[config.mk]
export PLATFORM = sky130hd
export DESIGN_NAME = teoq_cell
export DESIGN_NICKNAME = d
export VERILOG_FILES = /design/src/design/teoq_pkg.sv /design/src/design/teoq_cell.sv
export SDC_FILE = /design/constraint.sdc
export NUM_CORES = 1
export LEC_CHECK = 0
export ABC_CLOCK_PERIOD_IN_PS = 2590
export BUFFER_PORTS_ARGS = -buffer_cell sky130_fd_sc_hd__clkbuf_2
export CORE_ASPECT_RATIO = 0.75
export CORE_MARGIN = 2
export CORE_UTILIZATION = 42
export DETAILED_ROUTE_END_ITERATION = 8
export MAX_ROUTING_LAYER = met4
export PLACE_DENSITY = 0.82
export SLEW_MARGIN = 20
export SYNTH_ARGS = -nofsm -noshare
export SYNTH_HDL_FRONTEND = slang
export SYNTH_SLANG_ARGS = --single-unit
[constraint.sdc]
create_clock -name clk_i -period 2.59 [get_ports clk_i]
set_input_delay 0.259 -clock clk_i [delete_from_list [all_inputs] [get_ports clk_i]]
set_output_delay 0.259 -clock clk_i [all_outputs]
set_load 0.02 [all_outputs]
[src/design/teoq_pkg.sv]
`default_nettype none
package teoq_pkg;

  localparam int unsigned QUEUE_DEPTH_DEF  = 64;
  localparam int unsigned TIME_BITS_DEF    = 32;
  localparam int unsigned PROCESS_BITS_DEF = 8;

  localparam int unsigned STATE_BITS  = 3;
  localparam int unsigned CMD_BITS    = 2;
  localparam int unsigned STATUS_BITS = 2;

  localparam logic [CMD_BITS-1:0] CMD_ADD    = 2'd0;
  localparam logic [CMD_BITS-1:0] CMD_POP    = 2'd1;
  localparam logic [CMD_BITS-1:0] CMD_REMOVE = 2'd2;
  localparam logic [CMD_BITS-1:0] CMD_NONE   = 2'd3;

  localparam logic [STATUS_BITS-1:0] STATUS_OK        = 2'd0;
  localparam logic [STATUS_BITS-1:0] STATUS_FULL      = 2'd1;
  localparam logic [STATUS_BITS-1:0] STATUS_EMPTY     = 2'd2;
  localparam logic [STATUS_BITS-1:0] STATUS_NOT_FOUND = 2'd3;

  typedef struct packed {
    logic sample;
    logic add;
    logic pop;
    logic rem;
  } cell_ctrl_t;

endpackage
`default_nettype wire

[src/design/teoq_cell.sv]
`default_nettype none
module teoq_cell #(
  parameter int unsigned TIME_BITS    = teoq_pkg::TIME_BITS_DEF,
  parameter int unsigned PROCESS_BITS = teoq_pkg::PROCESS_BITS_DEF
) (
  input  wire                              clk_i,
  input  wire                              rst_ni,
  input  wire teoq_pkg::cell_ctrl_t        ctrl_i,
  input  wire [TIME_BITS-1:0]              cmp_time_i,
  input  wire [PROCESS_BITS-1:0]           cmp_proc_i,
  input  wire [TIME_BITS-1:0]              new_time_i,
  input  wire [PROCESS_BITS-1:0]           new_proc_i,
  input  wire [teoq_pkg::STATE_BITS-1:0]   new_os_i,
  input  wire [teoq_pkg::STATE_BITS-1:0]   new_ns_i,
  input  wire                              left_gt_i,
  input  wire                              left_valid_i,
  input  wire [TIME_BITS-1:0]              left_time_i,
  input  wire [PROCESS_BITS-1:0]           left_proc_i,
  input  wire [teoq_pkg::STATE_BITS-1:0]   left_os_i,
  input  wire [teoq_pkg::STATE_BITS-1:0]   left_ns_i,
  input  wire                              right_valid_i,
  input  wire [TIME_BITS-1:0]              right_time_i,
  input  wire [PROCESS_BITS-1:0]           right_proc_i,
  input  wire [teoq_pkg::STATE_BITS-1:0]   right_os_i,
  input  wire [teoq_pkg::STATE_BITS-1:0]   right_ns_i,
  input  wire                              shift_rem_i,
  output logic                             gt_o,
  output logic                             match_o,
  output logic                             valid_o,
  output logic [TIME_BITS-1:0]             time_o,
  output logic [PROCESS_BITS-1:0]          proc_o,
  output logic [teoq_pkg::STATE_BITS-1:0]  os_o,
  output logic [teoq_pkg::STATE_BITS-1:0]  ns_o
);

  logic                            valid_q, valid_d;
  logic [TIME_BITS-1:0]            time_q, time_d;
  logic [PROCESS_BITS-1:0]         proc_q, proc_d;
  logic [teoq_pkg::STATE_BITS-1:0] os_q, os_d;
  logic [teoq_pkg::STATE_BITS-1:0] ns_q, ns_d;
  logic                            gt_q, gt_d;
  logic                            match_q, match_d;
  logic                            take_left, take_new, take_right;

  // empty cells count as later than any timestamp
  always_comb begin
    gt_d    = gt_q;
    match_d = match_q;
    if (ctrl_i.sample) begin
      gt_d    = !valid_q || (time_q > cmp_time_i);
      match_d = valid_q && (proc_q == cmp_proc_i);
    end
  end

  always_comb begin
    take_left  = ctrl_i.add && left_gt_i;
    take_new   = ctrl_i.add && !left_gt_i && gt_q;
    take_right = ctrl_i.pop || (ctrl_i.rem && shift_rem_i);
  end

  always_comb begin
    valid_d = valid_q;
    time_d  = time_q;
    proc_d  = proc_q;
    os_d    = os_q;
    ns_d    = ns_q;
    priority if (take_left) begin
      valid_d = left_valid_i;
      time_d  = left_time_i;
      proc_d  = left_proc_i;
      os_d    = left_os_i;
      ns_d    = left_ns_i;
    end else if (take_new) begin
      valid_d = 1'b1;
      time_d  = new_time_i;
      proc_d  = new_proc_i;
      os_d    = new_os_i;
      ns_d    = new_ns_i;
    end else if (take_right) begin
      valid_d = right_valid_i;
      time_d  = right_time_i;
      proc_d  = right_proc_i;
      os_d    = right_os_i;
      ns_d    = right_ns_i;
    end
  end

  always_ff @(posedge clk_i or negedge rst_ni) begin
    if (!rst_ni) begin
      valid_q <= 1'b0;
      gt_q    <= 1'b0;
      match_q <= 1'b0;
    end else begin
      valid_q <= valid_d;
      gt_q    <= gt_d;
      match_q <= match_d;
    end
  end

  always_ff @(posedge clk_i) begin
    time_q <= time_d;
    proc_q <= proc_d;
    os_q   <= os_d;
    ns_q   <= ns_d;
  end

  assign gt_o    = gt_q;
  assign match_o = match_q;
  assign valid_o = valid_q;
  assign time_o  = time_q;
  assign proc_o  = proc_q;
  assign os_o    = os_q;
  assign ns_o    = ns_q;

endmodule
`default_nettype wire

==> results of run 1 <==
-- cells in the mapped netlist --
cell type,n
nand4_1,6
xnor2_1,3
or4_4,1
a22oi_1,1
o21a_1,1
nand2_1,14
xor2_1,5
nor2_1,4
and2b_2,1
inv_1,35
mux2i_1,1
a211oi_1,1
nand2b_1,1
o32ai_1,1
dfrtp_1,3
nand4b_1,1
a31oi_1,2
edfxtp_1,46
o21ai_0,7
nor2b_1,1
nor4_1,2
nand3_1,2
o22ai_1,92
ha_1,32
nor3_1,1
buf_1,3
o211ai_1,1
a21o_1,2
inv_2,1
a21oi_1,61
clkbuf_1,20
-- per-stage QoR --
stage	std cells	worst slack, ns	hold WS, ns	util	power [mW]
5_1_grt	684	0.339	0.188	0.603	2.60
6_report	684	0.507	0.188	0.603	2.44
3_3_place_gp	675	0.572	0.0598	0.591	1.99
3_5_place_dp	675	0.570	0.0615	0.591	2.02
2_1_floorplan	352	0.498	-0.0366	-	1.63
4_1_cts	684	0.534	0.175	0.603	2.46
-- cell families (layout without fill, tap and decap cells) --
logic type | after synthesis | after routing | synth area share
buf+inv | 59 | 286 | 0.0668
simple gates | 34 | 34 | 0.0525
flops | 49 | 49 | 0.439
mux | 1 | 1 | 0.00302
fa+ha+maj | 32 | 32 | 0.121
compound gates | 169 | 169 | 0.296
xor+xnor | 8 | 8 | 0.0211
-- what timing repair did --
| item | CTS | global route |
|---|---|---|
| gates resized for setup | 0 | 0 |
| endpoints found under the hold margin | 3 | 0 |
| hold buffers | 1 | 0 |
| setup endpoints to repair | 0 | 0 |
-- routing by layer --
layer | track usage | vias up | wire (um)
met1 | 0.284 | 1745 | 4370
met3 | 0.0377 | 22 | 843
met5 | - | - | 0
li1 | - | 1832 | -
met4 | 0.0766 | 0 | 212
met2 | 0.446 | 183 | 5520
-- cell type report --
cell class	count	area [um^2]
fill	689	3090
multi-input combinational	244	1640
sequential	49	1460
timing repair buffer	242	1240
inverter	36	135
tap	105	131
clock buffer	8	80.1
-- registers in the layout (all words and copies together), names as in the netlist --
name	cells
gt_o	1
match_o	1
ns_o	3
os_o	3
proc_o	8
time_o	32
valid_o	1
-- critical path, cell delays in order, from the launching register on --
cell and delay [ns]:
edfxtp_1 0.43, ha_1 0.33, nand4_1 0.14, nor4_1 0.64, a211oi_1 0.18, nand4b_1 0.17
o21a_1 0.14
-- power groups by stage --
stage	clock (mW)	combinational [mW]	sequential [mW]
after CTS	0.452	0.919	1.09
after detailed placement	0	0.914	1.11
after global placement	0	0.887	1.10
after floorplan	0	0.420	1.21
final	0.438	0.918	1.09
after global routing	0.481	1.02	1.10
-- final timing paths --
kind | startpoint | end | slack (ns) | depth (start not counted)
worst max-delay path | time_o[27] | gt_o | 0.51 | 6
worst min-delay path | ctrl_i[3] | match_o | 0.19 | 2
worst max register to register | time_o[27] | gt_o | 0.51 | 6
worst min register to register | match_o | match_o | 0.54 | 2
max in group asynchronous | rst_ni | gt_o | 2.18 | 2
min in group asynchronous | rst_ni | gt_o | 0.29 | 2
==> impl_metrics.json, run 1 <==
{
  "status": "complete, no violations",
  "synth_top_area_frac": 0.417,
  "nets": 798,
  "clockBufferDepth": 2,
  "setup_viol_count_final": 0,
  "p_int_mw": 1.58,
  "yosys-top-cells-area": "edfxtp_1 (42%), o22ai_1 (17%), ha_1 (12%), a21oi_1 (9.2%), inv_1 (4.0%)",
  "mostFrequentLayoutCells": "clkbuf_2 (236), o22ai_1 (92), a21oi_1 (61)",
  "pin_count": 237,
  "setup_tns_ns": 0,
  "grt_max_degree": 48,
  "grt_use_total": 0.246,
  "layout_commonest_cell": "clkbuf_2",
  "area_delta_synth_final_pct": 41.5,
  "first_global_vias": 3464,
  "clkSinkCount": 49,
  "num_antenna_cells": 0,
  "p_switching_mw": 0.866,
  "via_count": 3782,
  "htreeDepth": 2,
  "syn_area_mm2": 0.00331,
  "combPwrFrac": 0.376,
  "synth_top_area_cell": "edfxtp_1",
  "min_period_over_period": 0.804,
  "final_max_slew_viol_count": 0,
  "antenna_found_initial": 0,
  "switching_share": 0.354,
  "seqPwrFrac": 0.445,
  "clock-skew-final_ns": 0.00978,
  "grt_pass1_wl_um": 16300,
  "first_pass_iters": 4,
  "ir_worst_vdd_mv": 0.213,
  "cts_tree": "built",
  "drive_above_1_share": 0.437,
  "clockPowerShare": 0.179,
  "die_area_mm2": 0.00863,
  "core_area_mm2": 0.00778,
  "drc": 0,
  "ant_nets": 0,
  "syn_inst": 352,
  "max-cap-violations": 0,
  "dpl.hpwl_um": 8460,
  "vias_per_cell": 5.53,
  "initial_core_util": 0.426,
  "hold_class": "in -> reg",
  "wire_per_inst_um": 16.0,
  "synth.avg_cell_area_um2": 9.42,
  "powerDensity_mw_per_mm2": 521,
  "critical_path_class": "reg -> reg",
  "drtIter0Drc": 243,
  "startpoint_type": "flip-flop",
  "design_area_mm2": 0.00469,
  "hold_violations": 0,
  "ys_types": 31,
  "chipWidth_um": 107,
  "post_cts_buffers": 0,
  "fmax_ghz": 0.480,
  "max_slew_margin": 0.462,
  "root_buffer": "clkbuf_8",
  "routed_wirelength_um": 10900,
  "yosys_warnings": 0,
  "period_needed_ns": 2.08,
  "endpoint_kind": "flip-flop",
  "synth-seq-cells": 49,
  "tightest_slew_ns": 0.806,
  "worstPathMaxFanout": 3,
  "ys_seq_area_frac": 0.439,
  "worstPathArrival_ns": 2.33,
  "cp.required_ns": 2.83,
  "num_rows": 28,
  "rsz0062_at_grt": "false",
  "overflow": 0,
  "placed_area_mm2": 0.00460,
  "die_h_um": 80.9,
  "io_buffers": 236,
  "finalWeightedCongestion": 0.912,
  "cts_buffers": 5,
  "clk_pin_slew_ns": 0.09,
  "clock_latency_ns": 0.30,
  "power_leakage_nw": 2.31,
  "synth_nets": 572
}
Power figures use the tool's default switching activity.
==> run 2: changes to the inputs <==
--- a/config.mk
+++ b/config.mk
@@ -5,14 +5,15 @@
 export SDC_FILE = /design/constraint.sdc
 export NUM_CORES = 1
 export LEC_CHECK = 0
-export ABC_CLOCK_PERIOD_IN_PS = 2590
+export ABC_AREA = 1
+export ABC_CLOCK_PERIOD_IN_PS = 1700
 export BUFFER_PORTS_ARGS = -buffer_cell sky130_fd_sc_hd__clkbuf_2
 export CORE_ASPECT_RATIO = 0.75
 export CORE_MARGIN = 2
-export CORE_UTILIZATION = 42
+export CORE_UTILIZATION = 39
 export DETAILED_ROUTE_END_ITERATION = 8
 export MAX_ROUTING_LAYER = met4
-export PLACE_DENSITY = 0.82
+export PLACE_DENSITY = 0.78
 export SLEW_MARGIN = 20
 export SYNTH_ARGS = -nofsm -noshare
 export SYNTH_HDL_FRONTEND = slang
==> constraint.sdc (replaced) <==
create_clock -name clk_i -period 1.7 [get_ports clk_i]
set_input_delay 0.17 -clock clk_i [delete_from_list [all_inputs] [get_ports clk_i]]
set_output_delay 0.17 -clock clk_i [all_outputs]
set_load 0.02 [all_outputs]
==> impl_metrics.json, run 2 <==
{
  "setup_tns_ns": 0,
  "p_int_mw": 2.67,
  "r2r-start": "time_o[23]",
  "worstPathMaxFanout": 2,
  "root_buffer": "clkbuf_16",
  "drive_above_1_share": 0.483,
  "powerDensity_mw_per_mm2": 784,
  "async_flop_share": 0.0612,
  "min_path_cells": 2,
  "mostFrequentLayoutCells": "clkbuf_2 (236), nand2_1 (141), inv_1 (48)",
  "synth_top_area_frac": 0.384,
  "core_area_mm2": 0.00901,
  "min-delay-start": "ctrl_i[3]",
  "placed_area_mm2": 0.00482,
  "chipWidth_um": 115,
  "via_count": 3685,
  "first_global_vias": 3577,
  "antenna_found_initial": 0,
  "power_mw": 3.99,
  "synth_ff_type": "edfxtp_1",
  "p_switching_mw": 1.32,
  "r2r_cells": 8,
  "hold_class": "in -> reg",
  "num_rows": 30,
  "yosys-top-cells-area": "edfxtp_1 (38%), nand2_1 (15%), ha_1 (11%), nand2_2 (7.0%), nand3_1 (6.0%)",
  "clock-skew-final_ns": 0.00443,
  "seqPwrFrac": 0.411,
  "synth-seq-cells": 49,
  "routed_wirelength_um": 10200,
  "clock_latency_ns": 0.28,
  "num_antenna_cells": 0,
  "ant_nets": 0,
  "io_buffers": 236,
  "reg2reg_slack_ns": 0.11,
  "fillers": 792,
  "htreeDepth": 2,
  "min_period_over_period": 0.938,
  "initial_core_util": 0.399,
  "die_h_um": 87.1,
  "drtIter0Drc": 74,
  "final_max_slew_viol_count": 0,
  "ys_types": 29,
  "ys_seq_area_frac": 0.405,
  "clockBufferDepth": 2,
  "syn_area_mm2": 0.00359,
  "grt_max_degree": 47,
  "wire_per_inst_um": 13.0,
  "clkSinkCount": 49,
  "first_pass_iters": 4,
  "yosys_warnings": 0,
  "cts_buffers": 5,
  "tightest_slew_ns": 0.508,
  "setup_viol_count_final": 0,
  "fmax_ghz": 0.627,
  "hold_violations": 0,
  "dpl.hpwl_um": 8340,
  "syn_inst": 431,
  "synth_common_cells": "nand2_1 (144), inv_1 (50), edfxtp_1 (46), nand3_1 (43), nand2_2 (40)",
  "startpoint_type": "flip-flop",
  "clk_pin_slew_ns": 0.06,
  "finalWeightedCongestion": 0.782,
  "area_delta_synth_final_pct": 41.7,
  "grt_pass1_wl_um": 15700,
  "grt_use_total": 0.204,
  "synth_nets": 651,
  "status": "complete, no violations",
  "ir_worst_vdd_mv": 0.341,
  "clockPowerShare": 0.234,
  "max_slew_margin": 0.662,
  "cp.required_ns": 1.87,
  "synth-edff-count": 46,
  "nets": 892,
  "drc": 0,
  "cts_tree": "built",
  "synth_most_common_cell": "nand2_1",
  "instances_no_fill": 785,
  "worstPathArrival_ns": 1.76,
  "die_area_mm2": 0.0100,
  "largest_reg_flops": 32,
  "overflow": 0,
  "placed_cells": 769,
  "endpoint_kind": "flip-flop",
  "r2r-end": "gt_o",
  "power_leakage_nw": 2.79,
  "synth_top_area_cell": "edfxtp_1",
  "pin_count": 237,
  "switching_share": 0.331,
  "synth.avg_cell_area_um2": 8.34,
  "critical_path_class": "reg -> reg",
  "vias_per_cell": 4.69,
  "design_area_mm2": 0.00509,
  "period_needed_ns": 1.59,
  "max-cap-violations": 0,
  "combPwrFrac": 0.355,
  "hold_end": "match_o",
  "layout_commonest_cell": "clkbuf_2"
}
[run 2: cells by family after synthesis]
family	synth area share
buffers and inverters	0.104
and+or+nand+nor	0.339
xor gates and xnor gates	0.00487
AOI/OAI and AO/OA	0.0359
adders and majority gates	0.111
DFF	0.405
[run 2: area by class of cell]
| cell class | count | area, um^2 | area share |
|---|---|---|---|
| sequential | 49 | 1460 | 0.286 |
| timing repair buffer | 249 | 1320 | 0.259 |
| clock buffer | 7 | 133 | 0.0260 |
| tap | 112 | 140 | 0.0275 |
| inverter | 51 | 195 | 0.0383 |
| clock inverter | 1 | 5.00 | 0.000982 |
| multi-input combinational | 316 | 1850 | 0.362 |
[run 2: how the worst max path moves through the flow]
stage               startpoint      end  slack (ns)
global route        time_o[21]     gt_o       -0.01
floorplan                 gt_o  ns_o[0]       -0.29
global placement    time_o[23]     gt_o        0.08
CTS                 time_o[21]     gt_o        0.02
detailed placement  time_o[21]     gt_o        0.03
finish              time_o[23]     gt_o        0.11
[run 2: what timing repair did]
item,4_1_cts,5_1_grt
hold endpoints to repair,3,0
setup buffers,0,7
resized for setup,0,10
hold buffers,1,0
setup endpoints to repair,0,1
[run 2: worst max-delay path, cell delays in order, from the launching register on]
cell and delay [ns]:
edfxtp_1 0.44, ha_4 0.31, nand2_2 0.07, nor2_4 0.11, nand4_1 0.10, nor2_2 0.17, nand4_1 0.13, nand2_2 0.10
a21oi_2 0.05
[run 2: metrics by stage]
stage / setup WS [ns] / util / hold slack, ns
floorplan: -0.291 / - / -0.126
global placement: 0.0814 / 0.535 / -0.0274
detailed placement: 0.0279 / 0.535 / -0.0280
CTS: 0.0176 / 0.552 / 0.110
global route: -0.0120 / 0.566 / 0.129
finish: 0.105 / 0.566 / 0.114
[run 2: metal layers]
metal	wire (um)	share of wire	up-vias	track usage
met3	686	0.067	10	0.0404
met2	5180	0.51	154	0.373
met1	4250	0.42	1641	0.228
met5	0	0	-	-
li1	-	-	1880	-
met4	89	0.0087	0	0.0526
[run 2: power by group through the flow]
stage	Clock [mW]	Sequential [mW]	Combinational (mW)
after floorplan	0	1.85	0.638
after global placement	0	1.65	1.31
after detailed placement	0	1.66	1.36
after CTS	0.970	1.64	1.36
after global routing	1.02	1.66	1.58
final	0.936	1.64	1.42
==> run 3: changes to the inputs <==
--- a/config.mk
+++ b/config.mk
@@ -5,12 +5,11 @@
 export SDC_FILE = /design/constraint.sdc
 export NUM_CORES = 1
 export LEC_CHECK = 0
-export ABC_AREA = 1
 export ABC_CLOCK_PERIOD_IN_PS = 1700
 export BUFFER_PORTS_ARGS = -buffer_cell sky130_fd_sc_hd__clkbuf_2
 export CORE_ASPECT_RATIO = 0.75
 export CORE_MARGIN = 2
-export CORE_UTILIZATION = 39
+export CORE_UTILIZATION = 38
 export DETAILED_ROUTE_END_ITERATION = 8
 export MAX_ROUTING_LAYER = met4
 export PLACE_DENSITY = 0.78
==> impl_metrics.json, run 3 (synthesis results as in run 1) <==
{
  "cp_cell_sequence": "ha_4 -> nand4_1 -> or4_4 -> a21o_1 -> a31oi_1 -> o21a_1",
  "clk_pin_slew_ns": 0.07,
  "nets": 813,
  "root_buffer": "clkbuf_16",
  "endpoint_kind": "flip-flop",
  "grt_pass1_wl_um": 18800,
  "via_count": 3917,
  "first_pass_iters": 5,
  "drc": 0,
  "clock_latency_ns": 0.29,
  "cp.buffers_inverters": 0,
  "critical_path_class": "reg -> reg",
  "power_mw": 4.19,
  "final_max_slew_viol_count": 0,
  "routed_wirelength_um": 11900,
  "max_slew_margin": 0.728,
  "ir_worst_vdd_mv": 0.386,
  "mostFrequentLayoutCells": "clkbuf_2 (236), o22ai_1 (92), a21oi_1 (61)",
  "pin_count": 237,
  "cp.depth": 6,
  "fin_util": 0.584,
  "r2r_cells": 6,
  "startpoint_type": "flip-flop",
  "cts_buffers": 5,
  "tightest_slew_ns": 0.407,
  "placed_cells": 693,
  "worstPathArrival_ns": 2.10,
  "first_global_vias": 3984,
  "power_leakage_nw": 2.42,
  "critPathCapture": "gt_o",
  "num_rows": 29,
  "fmax_ghz": 0.532,
  "core_area_mm2": 0.00845,
  "setup_tns_ns": -0.178,
  "crit_start": "time_o[10]",
  "rsz0062_at_grt": "true",
  "die_h_um": 84.9,
  "overflow": 0,
  "area_delta_synth_final_pct": 48.8,
  "setup_viol_count_final": 1,
  "clock-skew-final_ns": 0.00548,
  "crit_path_top_delay_cell": "or4_4",
  "hold_violations": 0,
  "io_buffers": 236,
  "crit_family": "simple AND/OR/NAND/NOR gates",
  "r2r-start": "time_o[10]",
  "wire_per_inst_um": 17.0,
  "grt_max_degree": 34,
  "clockBufferDepth": 2,
  "htreeDepth": 2,
  "failed_checks": "setup timing",
  "worstPathMaxFanout": 2,
  "drtIter0Drc": 215,
  "dpl.hpwl_um": 9580,
  "grt_use_total": 0.254,
  "chipWidth_um": 112,
  "r2r-end": "gt_o",
  "min_period_over_period": 1.10,
  "vias_per_cell": 5.58,
  "die_area_mm2": 0.00949,
  "powerDensity_mw_per_mm2": 849,
  "status": "finished with violations",
  "layout_commonest_cell": "clkbuf_2",
  "finalWeightedCongestion": 0.864,
  "clkSinkCount": 49,
  "cp.required_ns": 1.92,
  "num_antenna_cells": 0,
  "finalWorstSetupSlack_ns": -0.178,
  "cpPeakStageDelay_ns": 0.52,
  "ant_nets": 0,
  "max-cap-violations": 0,
  "min_path_cells": 2,
  "min-delay-start": "ctrl_i[3]",
  "drive_above_1_share": 0.463,
  "cts_tree": "built",
  "instances_no_fill": 702,
  "initial_core_util": 0.392,
  "hold-worst-slack_ns": 0.0899,
  "largest_reg_flops": 32,
  "reg2reg_slack_ns": -0.18,
  "hold_class": "in -> reg",
  "antenna_found_initial": 0,
  "period_needed_ns": 1.88
}
-- run 3: cell count changes in the layout (fill, tap and decap cells not counted), sizes merged, moves of 4 or more --
| cell | delta |
|---|---|
| nand2 | -170 |
| o22ai | +91 |
| a21oi | +46 |
| nand3 | -46 |
| inv | -14 |
| nor2 | -10 |
| buf | +8 |
| xor2 | +5 |
| or2 | -4 |
-- run 3: what timing repair did --
action                                  CTS  global route
endpoints found under the setup margin    1             1
pin swaps                                 5             3
resized for setup                         1             2
setup buffers                             0             0
hold endpoints to repair                  3             0
hold buffers                              1             0
-- run 3: where the power goes --
group          leakage [nW]  switching (mW)  internal (mW)
Clock                0.0768           0.438          0.586
Sequential            0.496           0.105           1.53
Combinational          1.84           0.876          0.652
-- run 3: routing by layer --
layer	global-route usage	vias up	wire length (um)
met5	-	-	0
met4	0.0595	0	174
met3	0.0486	25	1050
met2	0.453	223	5990
met1	0.301	1799	4690
li1	-	1870	-
-- run 3: area by class of cell --
class	count	area, um^2
multi-input combinational	244	1690
clock inverter	2	13.8
timing repair buffer	257	1370
sequential	49	1460
tap	108	135
fill	760	3520
inverter	36	135
clock buffer	6	139
-- run 3: worst min path at each step --
stage / endpoint / slack (ns)
finish: match_o / 0.09
detailed placement: match_o / -0.02
global placement: match_o / -0.02
CTS: match_o / 0.08
global route: match_o / 0.10
floorplan: gt_o / -0.13
-- run 3: stage by stage --
stage,instance area (um^2),setup slack (ns)
floorplan,3330,-0.185
global placement,4740,-0.123
detailed placement,4740,-0.169
CTS,4910,-0.177
global route,4930,-0.268
finish,4930,-0.178
